## src/hdl/i2cmbw_pkg.sv

```systemverilog
// Shared types and constants for the I2C master byte writer.
`timescale 1ns / 1ps
package i2cmbw_pkg;

  localparam int BITS_PER_BYTE = 8;
  localparam int BIT_IDX_W     = $clog2(BITS_PER_BYTE);
  localparam int DELAY_W       = 16;
  localparam logic [DELAY_W-1:0] DELAY_RESET = 16'd5;

  // Line operation for one phase
  typedef logic [2:0] op_t;
  localparam op_t OP_SDA_HI  = 3'd0;
  localparam op_t OP_SDA_LO  = 3'd1;
  localparam op_t OP_SDA_BIT = 3'd2;
  localparam op_t OP_SCL_HI  = 3'd3;
  localparam op_t OP_SCL_LO  = 3'd4;

  // Controller to datapath
  typedef struct packed {
    logic accept;  // latch the incoming byte
    logic emit;    // drive one line phase into the output register
    op_t  op;
    logic last;    // final phase of this byte's run
  } cmd_t;

  // Datapath to controller
  typedef struct packed {
    logic can_emit;  // hold time elapsed and output slot free
  } stat_t;

endpackage

```

## src/hdl/i2cmbw_ctrl.sv

```systemverilog
// Phase sequencer: optional start, eight data bits, ack slot, optional stop.
`timescale 1ns / 1ps
module i2cmbw_ctrl (
  input  logic                 clk,
  input  logic                 rst,
  input  logic                 in_valid,
  input  logic                 in_start,
  input  logic                 in_stop,
  output logic                 in_ready,
  input  i2cmbw_pkg::stat_t    stat,
  output i2cmbw_pkg::cmd_t     cmd
);

  localparam logic [2:0] ST_IDLE  = 3'd0;
  localparam logic [2:0] ST_START = 3'd1;
  localparam logic [2:0] ST_BIT   = 3'd2;
  localparam logic [2:0] ST_ACK   = 3'd3;
  localparam logic [2:0] ST_STOP  = 3'd4;

  localparam logic [i2cmbw_pkg::BIT_IDX_W-1:0] LAST_BIT =
    i2cmbw_pkg::BIT_IDX_W'(i2cmbw_pkg::BITS_PER_BYTE - 1);

  logic [2:0] state, state_next;
  logic [1:0] phase, phase_next;
  logic [i2cmbw_pkg::BIT_IDX_W-1:0] bit_cnt, bit_cnt_next;
  logic stop_req, stop_req_next;

  assign in_ready = (state == ST_IDLE) && !rst;

  always_comb begin
    state_next    = state;
    phase_next    = phase;
    bit_cnt_next  = bit_cnt;
    stop_req_next = stop_req;
    cmd.accept    = 1'b0;
    cmd.emit      = 1'b0;
    cmd.op        = i2cmbw_pkg::OP_SDA_HI;
    cmd.last      = 1'b0;
    unique case (state)
      ST_IDLE: begin
        if (in_valid && in_ready) begin
          cmd.accept    = 1'b1;
          stop_req_next = in_stop;
          phase_next    = 2'd0;
          bit_cnt_next  = '0;
          state_next    = in_start ? ST_START : ST_BIT;
        end
      end
      ST_START: begin
        cmd.emit = stat.can_emit;
        unique case (phase)
          2'd0:    cmd.op = i2cmbw_pkg::OP_SDA_HI;
          2'd1:    cmd.op = i2cmbw_pkg::OP_SCL_HI;
          2'd2:    cmd.op = i2cmbw_pkg::OP_SDA_LO;
          default: cmd.op = i2cmbw_pkg::OP_SCL_LO;
        endcase
        if (stat.can_emit) begin
          phase_next = phase + 2'd1;
          if (phase == 2'd3) begin
            phase_next = 2'd0;
            state_next = ST_BIT;
          end
        end
      end
      ST_BIT: begin
        cmd.emit = stat.can_emit;
        unique case (phase)
          2'd0:    cmd.op = i2cmbw_pkg::OP_SDA_BIT;
          2'd1:    cmd.op = i2cmbw_pkg::OP_SCL_HI;
          default: cmd.op = i2cmbw_pkg::OP_SCL_LO;
        endcase
        if (stat.can_emit) begin
          phase_next = phase + 2'd1;
          if (phase == 2'd2) begin
            phase_next = 2'd0;
            if (bit_cnt == LAST_BIT) begin
              state_next = ST_ACK;
            end else begin
              bit_cnt_next = bit_cnt + 1'b1;
            end
          end
        end
      end
      ST_ACK: begin
        cmd.emit = stat.can_emit;
        unique case (phase)
          2'd0:    cmd.op = i2cmbw_pkg::OP_SDA_HI;
          2'd1:    cmd.op = i2cmbw_pkg::OP_SCL_HI;
          default: cmd.op = i2cmbw_pkg::OP_SCL_LO;
        endcase
        cmd.last = (phase == 2'd2) && !stop_req;
        if (stat.can_emit) begin
          phase_next = phase + 2'd1;
          if (phase == 2'd2) begin
            phase_next = 2'd0;
            state_next = stop_req ? ST_STOP : ST_IDLE;
          end
        end
      end
      ST_STOP: begin
        cmd.emit = stat.can_emit;
        unique case (phase)
          2'd0:    cmd.op = i2cmbw_pkg::OP_SDA_LO;
          2'd1:    cmd.op = i2cmbw_pkg::OP_SCL_HI;
          default: cmd.op = i2cmbw_pkg::OP_SDA_HI;
        endcase
        cmd.last = (phase == 2'd2);
        if (stat.can_emit) begin
          phase_next = phase + 2'd1;
          if (phase == 2'd2) begin
            phase_next = 2'd0;
            state_next = ST_IDLE;
          end
        end
      end
      default: begin
        state_next = ST_IDLE;
      end
    endcase
  end

  always_ff @(posedge clk) begin
    if (rst) begin
      state    <= ST_IDLE;
      phase    <= 2'd0;
      bit_cnt  <= '0;
      stop_req <= 1'b0;
    end else begin
      state    <= state_next;
      phase    <= phase_next;
      bit_cnt  <= bit_cnt_next;
      stop_req <= stop_req_next;
    end
  end

endmodule

```

## src/hdl/i2cmbw_dp.sv

```systemverilog
// Datapath: byte shifter, line levels, hold timer, output register.
`timescale 1ns / 1ps
module i2cmbw_dp (
  input  logic                                clk,
  input  logic                                rst,
  input  i2cmbw_pkg::cmd_t                    cmd,
  output i2cmbw_pkg::stat_t                   stat,
  input  logic [i2cmbw_pkg::BITS_PER_BYTE-1:0] in_byte,
  input  logic                                in_ack,
  input  logic                                delay_we,
  input  logic [i2cmbw_pkg::DELAY_W-1:0]      delay_wdata,
  output logic                                out_valid,
  input  logic                                out_ready,
  output logic                                out_scl,
  output logic                                out_sda,
  output logic                                out_ack,
  output logic                                out_last
);

  logic [i2cmbw_pkg::DELAY_W-1:0] phase_delay;
  logic [i2cmbw_pkg::DELAY_W-1:0] timer;
  logic [i2cmbw_pkg::BITS_PER_BYTE-1:0] shifter;
  logic ack_reg;
  logic scl_level, sda_level;
  logic scl_level_next, sda_level_next;

  // Next phase may go out once the hold has run and the slot is free
  assign stat.can_emit = (timer <= i2cmbw_pkg::DELAY_W'(1)) && (!out_valid || out_ready);

  always_comb begin
    scl_level_next = scl_level;
    sda_level_next = sda_level;
    unique case (cmd.op)
      i2cmbw_pkg::OP_SDA_HI:  sda_level_next = 1'b1;
      i2cmbw_pkg::OP_SDA_LO:  sda_level_next = 1'b0;
      i2cmbw_pkg::OP_SDA_BIT: sda_level_next = shifter[i2cmbw_pkg::BITS_PER_BYTE-1];
      i2cmbw_pkg::OP_SCL_HI:  scl_level_next = 1'b1;
      i2cmbw_pkg::OP_SCL_LO:  scl_level_next = 1'b0;
      default: ;
    endcase
  end

  always_ff @(posedge clk) begin
    if (rst) begin
      phase_delay <= i2cmbw_pkg::DELAY_RESET;
      timer       <= '0;
      scl_level   <= 1'b1;
      sda_level   <= 1'b1;
      out_valid   <= 1'b0;
    end else begin
      if (delay_we) begin
        phase_delay <= delay_wdata;
      end
      if (cmd.emit) begin
        timer     <= phase_delay;
        scl_level <= scl_level_next;
        sda_level <= sda_level_next;
        out_valid <= 1'b1;
      end else begin
        if (timer != '0) begin
          timer <= timer - 1'b1;
        end
        if (out_ready) begin
          out_valid <= 1'b0;
        end
      end
    end
  end

  always_ff @(posedge clk) begin
    if (cmd.accept) begin
      shifter <= in_byte;
      ack_reg <= in_ack;
    end else if (cmd.emit && (cmd.op == i2cmbw_pkg::OP_SDA_BIT)) begin
      shifter <= {shifter[i2cmbw_pkg::BITS_PER_BYTE-2:0], 1'b0};
    end
    if (cmd.emit) begin
      out_scl  <= scl_level_next;
      out_sda  <= sda_level_next;
      out_ack  <= cmd.last & ack_reg;
      out_last <= cmd.last;
    end
  end

endmodule

```

## src/hdl/i2c_master_byte_writer_core.sv

```systemverilog
// I2C master byte writer: top level joining sequencer and datapath.
//
// Usage:
//   s_axis carries one byte per transaction: tdata[7:0] byte, tdata[8] the
//   level the slave drives in the ack clock; tuser[0] asks for a start
//   before the byte, tuser[1] a stop after the ack slot.
//   m_axis carries one transaction per line phase: tdata[0] SCL, tdata[1]
//   SDA, tdata[2] sampled ack (set only with tlast); tlast ends the byte.
//   A byte yields 27 phases, plus 4 with start and 3 with stop (up to 34).
//   Each phase is held by the phase_delay timer. After the byte is accepted
//   the sequencer leaves its idle state, and its first phase is registered
//   once the hold has run and the output slot is free.
//   phase_delay is written with phase_delay_we; reset value 5.
//   One byte is in flight at a time; s_axis_tready rises after its final
//   phase is registered, while that phase may still wait on m_axis.
//   When m_axis_tready is low the output register holds and the sequencer
//   waits; no phase is dropped. Reset (rst, synchronous) releases both
//   lines in the held levels, empties the output and restores phase_delay.
`timescale 1ns / 1ps
module i2c_master_byte_writer_core (
  input  logic        clk,
  input  logic        rst,
  input  logic        s_axis_tvalid,
  output logic        s_axis_tready,
  input  logic [15:0] s_axis_tdata,   // byte_value[7:0], slave_ack[8], zero
  input  logic [1:0]  s_axis_tuser,   // with_start[0], with_stop[1]
  output logic        m_axis_tvalid,
  input  logic        m_axis_tready,
  output logic [7:0]  m_axis_tdata,   // scl[0], sda[1], ack_seen[2], zero
  output logic        m_axis_tlast,
  input  logic        phase_delay_we,
  input  logic [15:0] phase_delay_wdata
);

  i2cmbw_pkg::cmd_t  cmd;
  i2cmbw_pkg::stat_t stat;
  logic out_scl, out_sda, out_ack;

  i2cmbw_ctrl u_ctrl (
    .clk      (clk),
    .rst      (rst),
    .in_valid (s_axis_tvalid),
    .in_start (s_axis_tuser[0]),
    .in_stop  (s_axis_tuser[1]),
    .in_ready (s_axis_tready),
    .stat     (stat),
    .cmd      (cmd)
  );

  i2cmbw_dp u_dp (
    .clk         (clk),
    .rst         (rst),
    .cmd         (cmd),
    .stat        (stat),
    .in_byte     (s_axis_tdata[7:0]),
    .in_ack      (s_axis_tdata[8]),
    .delay_we    (phase_delay_we),
    .delay_wdata (phase_delay_wdata),
    .out_valid   (m_axis_tvalid),
    .out_ready   (m_axis_tready),
    .out_scl     (out_scl),
    .out_sda     (out_sda),
    .out_ack     (out_ack),
    .out_last    (m_axis_tlast)
  );

  assign m_axis_tdata = {5'd0, out_ack, out_sda, out_scl};

endmodule

```

## config.mk

```make
export PLATFORM = sky130hd
export DESIGN_NAME = i2c_master_byte_writer_core
export DESIGN_NICKNAME = d
export VERILOG_FILES = /design/src/hdl/i2cmbw_pkg.sv /design/src/hdl/i2cmbw_ctrl.sv /design/src/hdl/i2cmbw_dp.sv /design/src/hdl/i2c_master_byte_writer_core.sv
export SDC_FILE = /design/constraint.sdc
export NUM_CORES = 1
export LEC_CHECK = 0
export BUFFER_PORTS_ARGS = -buffer_cell sky130_fd_sc_hd__buf_2
export CORE_ASPECT_RATIO = 0.6
export CORE_MARGIN = 5
export CORE_UTILIZATION = 43
export DETAILED_ROUTE_END_ITERATION = 10
export SYNTH_ARGS = -nofsm -noshare
export SYNTH_HDL_FRONTEND = slang
export SYNTH_SLANG_ARGS = --single-unit
```

## constraint.sdc

```tcl
create_clock -name clk -period 4.3 [get_ports clk]
set_input_delay 0.86 -clock clk [delete_from_list [all_inputs] [get_ports clk]]
set_output_delay 0.86 -clock clk [all_outputs]
set_load 0.05 [all_outputs]
```

# --- Word-level counts from Yosys, hierarchy flattened ---
# Index checks and enable logic that the tools add are counted.
word_totals:
  regBits: 57
  wordCells: 107
op_classes:
  addsub: 3
  n_lt_le_gt_ge: 1
  n_eq_ne: 24
  mux: 40
  bitwise_logic: 1
  n_reduce_logical: 23
op_table:
  columns: ["cell", "n"]
  rows:
  - ["$mux W3", 15]
  - ["$mux W16", 2]
  - ["$ne A2 B1 Y1 const B", 10]
  - ["$pmux W3 S2", 3]
  - ["$le A16 B1 Y1 const B", 1]
  - ["$mux W8", 2]
  - ["$pmux W4 S4", 1]
  - ["$reduce_bool A16 Y1", 1]
  - ["$sub A16 B1 Y16 const B", 1]
  - ["$pmux W3 S5", 1]
  - ["$eq A3 B2 Y1 const B", 4]
  - ["$mux W2", 6]
  - ["$reduce_and A10 Y1", 1]
  - ["$eq A3 B3 Y1 const B", 3]
  - ["$pmux W3 S3", 1]
  - ["$reduce_bool A2 Y1", 4]
  - ["$eq A3 B1 Y1 const B", 2]
  - ["$logic_not A3 Y1", 2]
  - ["$pmux W2 S3", 1]
  - ["$logic_and A1 B1 Y1", 5]
  - ["$reduce_and A5 Y1", 1]
  - ["$eq A2 B2 Y1 const B", 2]
  - ["$mux W1", 4]
  - ["$ne A2 B2 Y1 const B", 2]
  - ["14 further kinds", 17]

# --- Depth between registers and ports, before layout ---
# Gate-level depths: netlist of the first run.
logic_depth:
  word_depth: 8
  ltp_mapped: 8
  ltp_nobuf: 7

# --- By module ---
# Synthesis of the first run repeated with hierarchy kept, for this count alone.
hier_totals:
  hier_cells: 329
  hier_area_um2: 3047.9
modules_own_cells:
  columns: ["module", "n_inst", "cells_per_inst", "area_each_um2", "seq_area_each_um2"]
  rows:
  - ["i2cmbw_dp", 1, 230, 2250.9, 1091.0]
  - ["i2cmbw_ctrl", 1, 90, 733.2, 180.2]
  - ["i2c_master_byte_writer_core", 1, 9, 63.8, 0.0]

# --- Worst setup path after synthesis of the first run ---
# OpenSTA, ideal clock, no wires.
synth_path:
  path_type: "input port to output port"
  from: "in rst"
  to: "out s_axis_tready"
  arrival_ns: 2.127
  setup_slack_ns: 1.313
  cell_stages: 4
  cell_sequence: "clkbuf_1 -> clkbuf_1 -> clkbuf_1 -> nor2_1"
synth_between:
  elab_chain_cells: 2
synth_lines:
  columns: ["item", "line", "rtl"]
  rows:
  - ["start, declared", "i2c_master_byte_writer_core.sv:22", "input logic rst,"]
  - ["$logic_not A1 Y1", "i2cmbw_ctrl.sv:28", "assign in_ready = (state == ST_IDLE) && !rst;"]
  - ["$logic_and A1 B1 Y1", "i2cmbw_ctrl.sv:28", null]
  - ["end, declared", "i2c_master_byte_writer_core.sv:24", "output logic s_axis_tready,"]
# Every way passes these cells.

# --- Worst setup path after layout of the first run ---
layout_path:
  from: "reg u_ctrl.state[0]"
  to: "reg u_dp.shifter[1] (netlist name), enable pin"
layout_between:
  elab_chain_cells: 6
  elab_cells_between_ends: 13
  classes_between: "eq/ne: 5; mux: 3; reduce/logical: 5"
layout_lines:
  columns: ["item", "line", "rtl"]
  rows:
  - ["start, declared", "i2cmbw_ctrl.sv:23", "logic [2:0] state, state_next;"]
  - ["start signal, assigned", "i2cmbw_ctrl.sv:129", "state <= state_next;"]
  - ["parallel branches: the longest is 5 deep, another holds $pmux W4 S4", null, null]
  - ["$reduce_bool A2 Y1 (no line) *", null, null]
  - ["end signal, assigned", "i2cmbw_dp.sv:72", "shifter <= in_byte;"]
  - ["end signal, assigned", "i2cmbw_dp.sv:75", "shifter <= {shifter[i2cmbw_pkg::BITS_PER_BYTE-2:0], 1'b0};"]
  - ["end, declared", "i2cmbw_dp.sv:22", "logic [i2cmbw_pkg::BITS_PER_BYTE-1:0] shifter;"]
# Every way passes the cells marked *.
# A chain may end at the register's enable or synchronous reset.

==> results of run 1 <==
==> power by group through the flow <==
| stage | registers (uW) | logic [uW] | clock network [uW] |
|---|---|---|---|
| CTS | 781 | 897 | 753 |
| global route | 801 | 1010 | 777 |
| finish | 782 | 903 | 743 |
| floorplan | 750 | 756 | 0 |
| global placement | 789 | 873 | 0 |
| detailed placement | 790 | 891 | 0 |
==> layout by cell type (no fill, tap or decap), drive strengths merged, types with 6 or more instances in the layout <==
master	netlist	final
nand4	9	9
buf	13	39
ha	10	10
mux2i	18	18
dfxtp	44	44
nor4	8	8
inv	12	12
o21ai	7	7
edfxtp	13	13
a21oi	14	14
nor3	12	12
nor2b	6	6
clkbuf	12	16
nand2	40	40
o22ai	8	8
nand3	10	10
nor2	42	42
==> area by class of cell <==
type	count	area [sq um]
flip-flops and latches	57	1270
multi-input cells	259	1660
inverters	12	45.0
fillers	650	3220
well taps	87	109
repair buffers	39	200
clock buffers	16	323
==> synth_stat cells, drive strengths merged (7+ instances only) <==
library cell,instances
dfxtp,44
o21ai,7
buf,13
nor2,42
o22ai,8
nand4,9
clkbuf,12
edfxtp,13
a21oi,14
nor4,8
inv,12
ha,10
mux2i,18
nand3,10
nor3,12
nand2,40
==> logic make-up after synthesis <==
| kind of cell | synth area share (%) |
|---|---|
| AND/OR/NAND/NOR | 25.7 |
| multiplexers | 5.82 |
| AO/OA/AOI/OAI | 15.0 |
| XOR/XNOR | 2.26 |
| other | 0.121 |
| buffers and inverters | 5.90 |
| adder cells (fa/ha/maj) | 4.04 |
| flip-flops | 41.1 |
==> worst paths after layout <==
| kind | slack, ns | end | cells after the start |
|---|---|---|---|
| worst max register to register | 1.63 | u_dp.shifter[1] | 5 |
| worst max-delay path | 1.63 | u_dp.shifter[1] | 5 |
| worst min register to register | 0.49 | u_dp.phase_delay[2] | 2 |
| worst min-delay path | 0.49 | u_dp.phase_delay[2] | 2 |
==> through the flow <==
step,setup slack [ns],std cells,utilization [%],hold WS (ns)
6_report,1.63,470,52.8,0.489
5_1_grt,1.37,470,52.8,0.503
4_1_cts,1.59,470,52.8,0.489
3_5_place_dp,1.57,454,48.1,0.477
3_3_place_gp,1.64,454,48.1,0.458
2_1_floorplan,1.31,353,-,0.442
==> per-layer routing <==
| metal | wire length (microns) | vias to the layer above | global-route usage [%] |
|---|---|---|---|
| li1 | - | 1309 | - |
| met1 | 4130 | 1185 | 26.6 |
| met2 | 2620 | 80 | 21.8 |
| met3 | 500 | 6 | 5.56 |
| met4 | 73 | 0 | 6.22 |
| met5 | 0 | - | 0 |
==> worst max-delay path, stage by stage, from the launching register on <==
cell and delay (ns):
dfxtp_1 0.77, nor3_2 0.18, or2_2 0.37, nor3_2 0.51
nand4_1 0.17, nand2_1 0.32
==> flow_summary.yaml, run 1 <==
outcome:
  status: "finished clean"
pwr:
  p_seq_share_pct: 32.2
  p_per_area_nw_per_um2: 674
  power_switching_share_pct: 37.9
  pwr-share-clk_pct: 30.6
  internal-power_uw: 1510
  switching_power_uw: 919
  peakVddDrop_mv: 0.346
  pwr-share-comb_pct: 37.2
  leakagePower_uw: 0.00151
  p_total_uw: 2430
sta:
  fin_skew_ns: 0.00602
  maxSlewHeadroom_pct: 47.7
  min_period_ns: 2.67
  fin_crit_sh_pct: 62.2
  tightest_slew_ns: 0.778
  max_freq_mhz: 374
  setup_tns_ns: 0
  finalSetupViolCount: 0
  slew_violations: 0
  final_hold_viol_count: 0
  rsz0062_at_grt: "false"
die:
  die_w_microns: 120
  start_util_pct: 45.4
  dieArea_sq_um: 9050
  coreArea_sq_um: 6820
  io_pins: 50
  die_y_microns: 75.7
  num_rows: 23
synthesis:
  synth_area_leader_cell: "dfxtp_1"
  ys_top_cells_by_area: "dfxtp_1 28%, edfxtp_1 13%, mux2i_1 5.8%, nor2_1 5.1%, nand2_1 4.9%"
  syn_inst: 349
  syn_area_per_cell_sq_um: 8.87
  synthArstFlopShare_pct: 0
  synth.distinct_cells: 59
  ys_warn_count: 0
  synth_edf_count: 13
  synth_top_area_share_pct: 28.5
  yosysSeqAreaShare_pct: 41.1
  ys_ff_latch: 57
  synthesis.area_sq_um: 3090
  yosys_most_used_dff: "dfxtp_1"
clock_tree:
  clockBufferDepth: 2
  htree_levels: 3
  cts_hold_buf: 0
  cts_tree: "built"
  cts.repair.resized: 0
  cts_root_buf: "clkbuf_16"
  cts_buffers: 9
  insertion_delay_ns: 0.33
  cts.clk_slew.worst_paths_ns: 0.05
  cts.sinks: 57
  cts_setup_buffers: 0
layout:
  synthToLayoutAreaGrowth_pct: 16.5
  top_regs: "u_dp.phase_delay (16), u_dp.timer (16), u_dp.shifter (8)"
  fin_nets: 427
  diodes: 0
  drive_gt1_share_pct: 16.4
  final_area_sq_um: 3600
min_path:
  hold_start: "u_dp.phase_delay[2]"
  hold_class: "reg -> reg"
worst_setup_path:
  critical_path_required_ns: 4.29
  r2r_start: "u_ctrl.state[0]"
  start_kind: "flop"
  critPathKind: "reg -> reg"
  crit_arrival_ns: 2.66
  critPathCaptureType: "flop"
  startpoint: "u_ctrl.state[0]"
  cp_max_fo: 23
global_route:
  grt-ovfl-total: 0
  track_usage_pct: 17.3
  antenna_found_initial: 0
  grt_max_degree: 37
  grt_pass1_vias: 2389
  grt_pass1_wl_mm: 12.0
routing:
  wl_per_cell_microns: 15.6
  vias: 2580
  drt_iter0_drc: 166
  vias_per_cell: 5.49
  wl_mm: 7.32
  drc: 0
  firstDrtPassIters: 4
  antenna_left: 0
place:
  gp_congestion: 0.842
  hpwlAfterDp_mm: 5.26
  place_area_sq_um: 3280
  port_buffers: 37
run:
  maxCapViolations: 0
Power figures use the tool's default switching activity.
==> inputs of run 2 (changes only) <==
- PLACE_DENSITY: default -> 0.66
- clock period: 4.3 -> 2.3 ns (I/O delays scaled with it)
==> flow_summary.yaml, run 2 (synthesis gave the netlist of run 1 again) <==
outcome:
  status: "finished clean"
clock_tree:
  cts_hold_buf: 0
  insertion_delay_ns: 0.32
  cts.sinks: 57
  htree_levels: 3
  cts_buffers: 9
  cts_tree: "built"
  cts.clk_slew.worst_paths_ns: 0.05
  clockBufferDepth: 2
  cts_root_buf: "clkbuf_16"
layout:
  diodes: 0
  drive_gt1_share_pct: 20.1
  mostFrequentLayoutCells: "44 x dfxtp_1, 42 x nor2_1, 39 x nand2_1"
  fin_nets: 443
  synthToLayoutAreaGrowth_pct: 20.1
  area.sequential_sq_um: 1270
  nFillCells: 636
  final_common_cell: "dfxtp_1"
  top_regs: "u_dp.phase_delay (16), u_dp.timer (16), u_dp.shifter (8)"
  multi_input_area_sq_um: 1660
min_path:
  hold_class: "in -> reg"
  hold_start: "s_axis_tdata[8]"
place:
  hpwlAfterDp_mm: 5.87
  port_buffers: 37
  gp_congestion: 0.847
worst_setup_path:
  r2r_start: "u_ctrl.phase[0]"
  critical_path_required_ns: 2.51
  cp_max_fo: 6
  slowest_delay_ns: 0.35
  path_delay_family: "compound AO/OA/AOI/OAI gates"
  critPathKind: "reg -> reg"
  startpoint: "u_ctrl.phase[0]"
  start_kind: "flop"
  critPathCaptureType: "flop"
  cp_slowest_cell: "dfxtp_1"
  crit_arrival_ns: 2.32
  path_buf_inv: 1
  crit_chain: "inv_1 -> ha_1 -> mux2i_1 -> a32o_1 -> nor2_1 -> nand2_1 -> o41ai_1"
global_route:
  antenna_found_initial: 0
  grt_pass1_vias: 2538
  track_usage_pct: 18.4
  grt_max_degree: 19
  grt-ovfl-total: 0
  grt_pass1_wl_mm: 13.0
sta:
  fin_crit_sh_pct: 91.7
  fin_skew_ns: 0.00766
  holdWs_ns: 0.318
  slew_violations: 0
  finalSetupViolCount: 0
  rsz0062_at_grt: "false"
  setup_tns_ns: 0
  min_period_ns: 2.11
  final_hold_viol_count: 0
  max_freq_mhz: 474
routing:
  drc: 0
  vias: 2667
  firstDrtPassIters: 5
  wl_per_cell_microns: 16.2
  drt_iter0_drc: 272
  vias_per_cell: 5.49
  wl_mm: 7.85
  antenna_left: 0
die:
  die_w_microns: 120
  start_util_pct: 45.4
  die_y_microns: 75.7
  io_pins: 50
  num_rows: 23
  dieArea_sq_um: 9050
  coreArea_sq_um: 6820
pwr:
  p_seq_share_pct: 30.3
  power_switching_share_pct: 37.5
  internal-power_uw: 2940
  pwr-share-clk_pct: 29.5
  p_per_area_nw_per_um2: 1270
  peakVddDrop_mv: 0.499
  switching_power_uw: 1770
  leakagePower_uw: 0.00158
  pwr-share-comb_pct: 40.2
run:
  maxCapViolations: 0
[run 2: path summary, 6_finish.rpt]
| kind | endpoint | slack (ns) | cells after the start |
|---|---|---|---|
| hold / removal | u_dp.ack_reg | 0.32 | 1 |
| setup / recovery | u_ctrl.state[2] | 0.19 | 7 |
| hold reg to reg | u_dp.phase_delay[0] | 0.48 | 2 |
| setup reg to reg | u_ctrl.state[2] | 0.19 | 7 |
[run 2: power by group through the flow]
stage                     Clock (uW)  Combinational [uW]  Sequential (uW)
after global placement             0                1810             1430
after floorplan                    0                1410             1400
final                           1390                1890             1430
after global routing            1460                2120             1460
after detailed placement           0                1860             1440
after CTS                       1410                1870             1420
[run 2: cell type report]
| class | count | share of cell area (%) |
|---|---|---|
| Clock buffer | 10 | 6.16 |
| Clock inverter | 6 | 2.22 |
| Inverter | 12 | 1.21 |
| Multi-Input combinational cell | 259 | 44.6 |
| Sequential cell | 57 | 34.2 |
| Tap cell | 87 | 2.93 |
| Timing Repair Buffer | 55 | 8.62 |
[run 2: worst reg2reg max path: cells and delay by family, from the launching register on]
family / cells / cell delay, ns
fa+ha+maj: 1 / 0.34
simple gates: 2 / 0.46
compound gates: 2 / 0.59
flops: 1 / 0.35
buf+inv: 1 / 0.13
mux: 1 / 0.14
[run 2: timing repair]
item | 4_1_cts | 5_1_grt
setup buffers | 0 | 0
endpoints found under the setup margin | 0 | 8
gates resized for setup | 0 | 1
[run 2: stage by stage]
step / total power, uW / worst slack (ns) / util, % / instances / instance area (sq um)
2_1_floorplan: 2810 / 0.113 / - / 353 / 3110
3_3_place_gp: 3240 / 0.245 / 49.9 / 470 / 3400
3_5_place_dp: 3300 / 0.166 / 49.9 / 470 / 3400
4_1_cts: 4710 / 0.154 / 54.4 / 486 / 3710
5_1_grt: 5040 / 0.0645 / 54.5 / 486 / 3710
6_report: 4710 / 0.192 / 54.5 / 486 / 3710
[run 2: metal layers]
layer	track usage [%]	vias to the layer above	wire [microns]
met2	25.8	85	3010
met1	27.1	1225	4230
met4	6.47	0	98
met5	0	-	0
met3	5.19	11	510
li1	-	1346	-
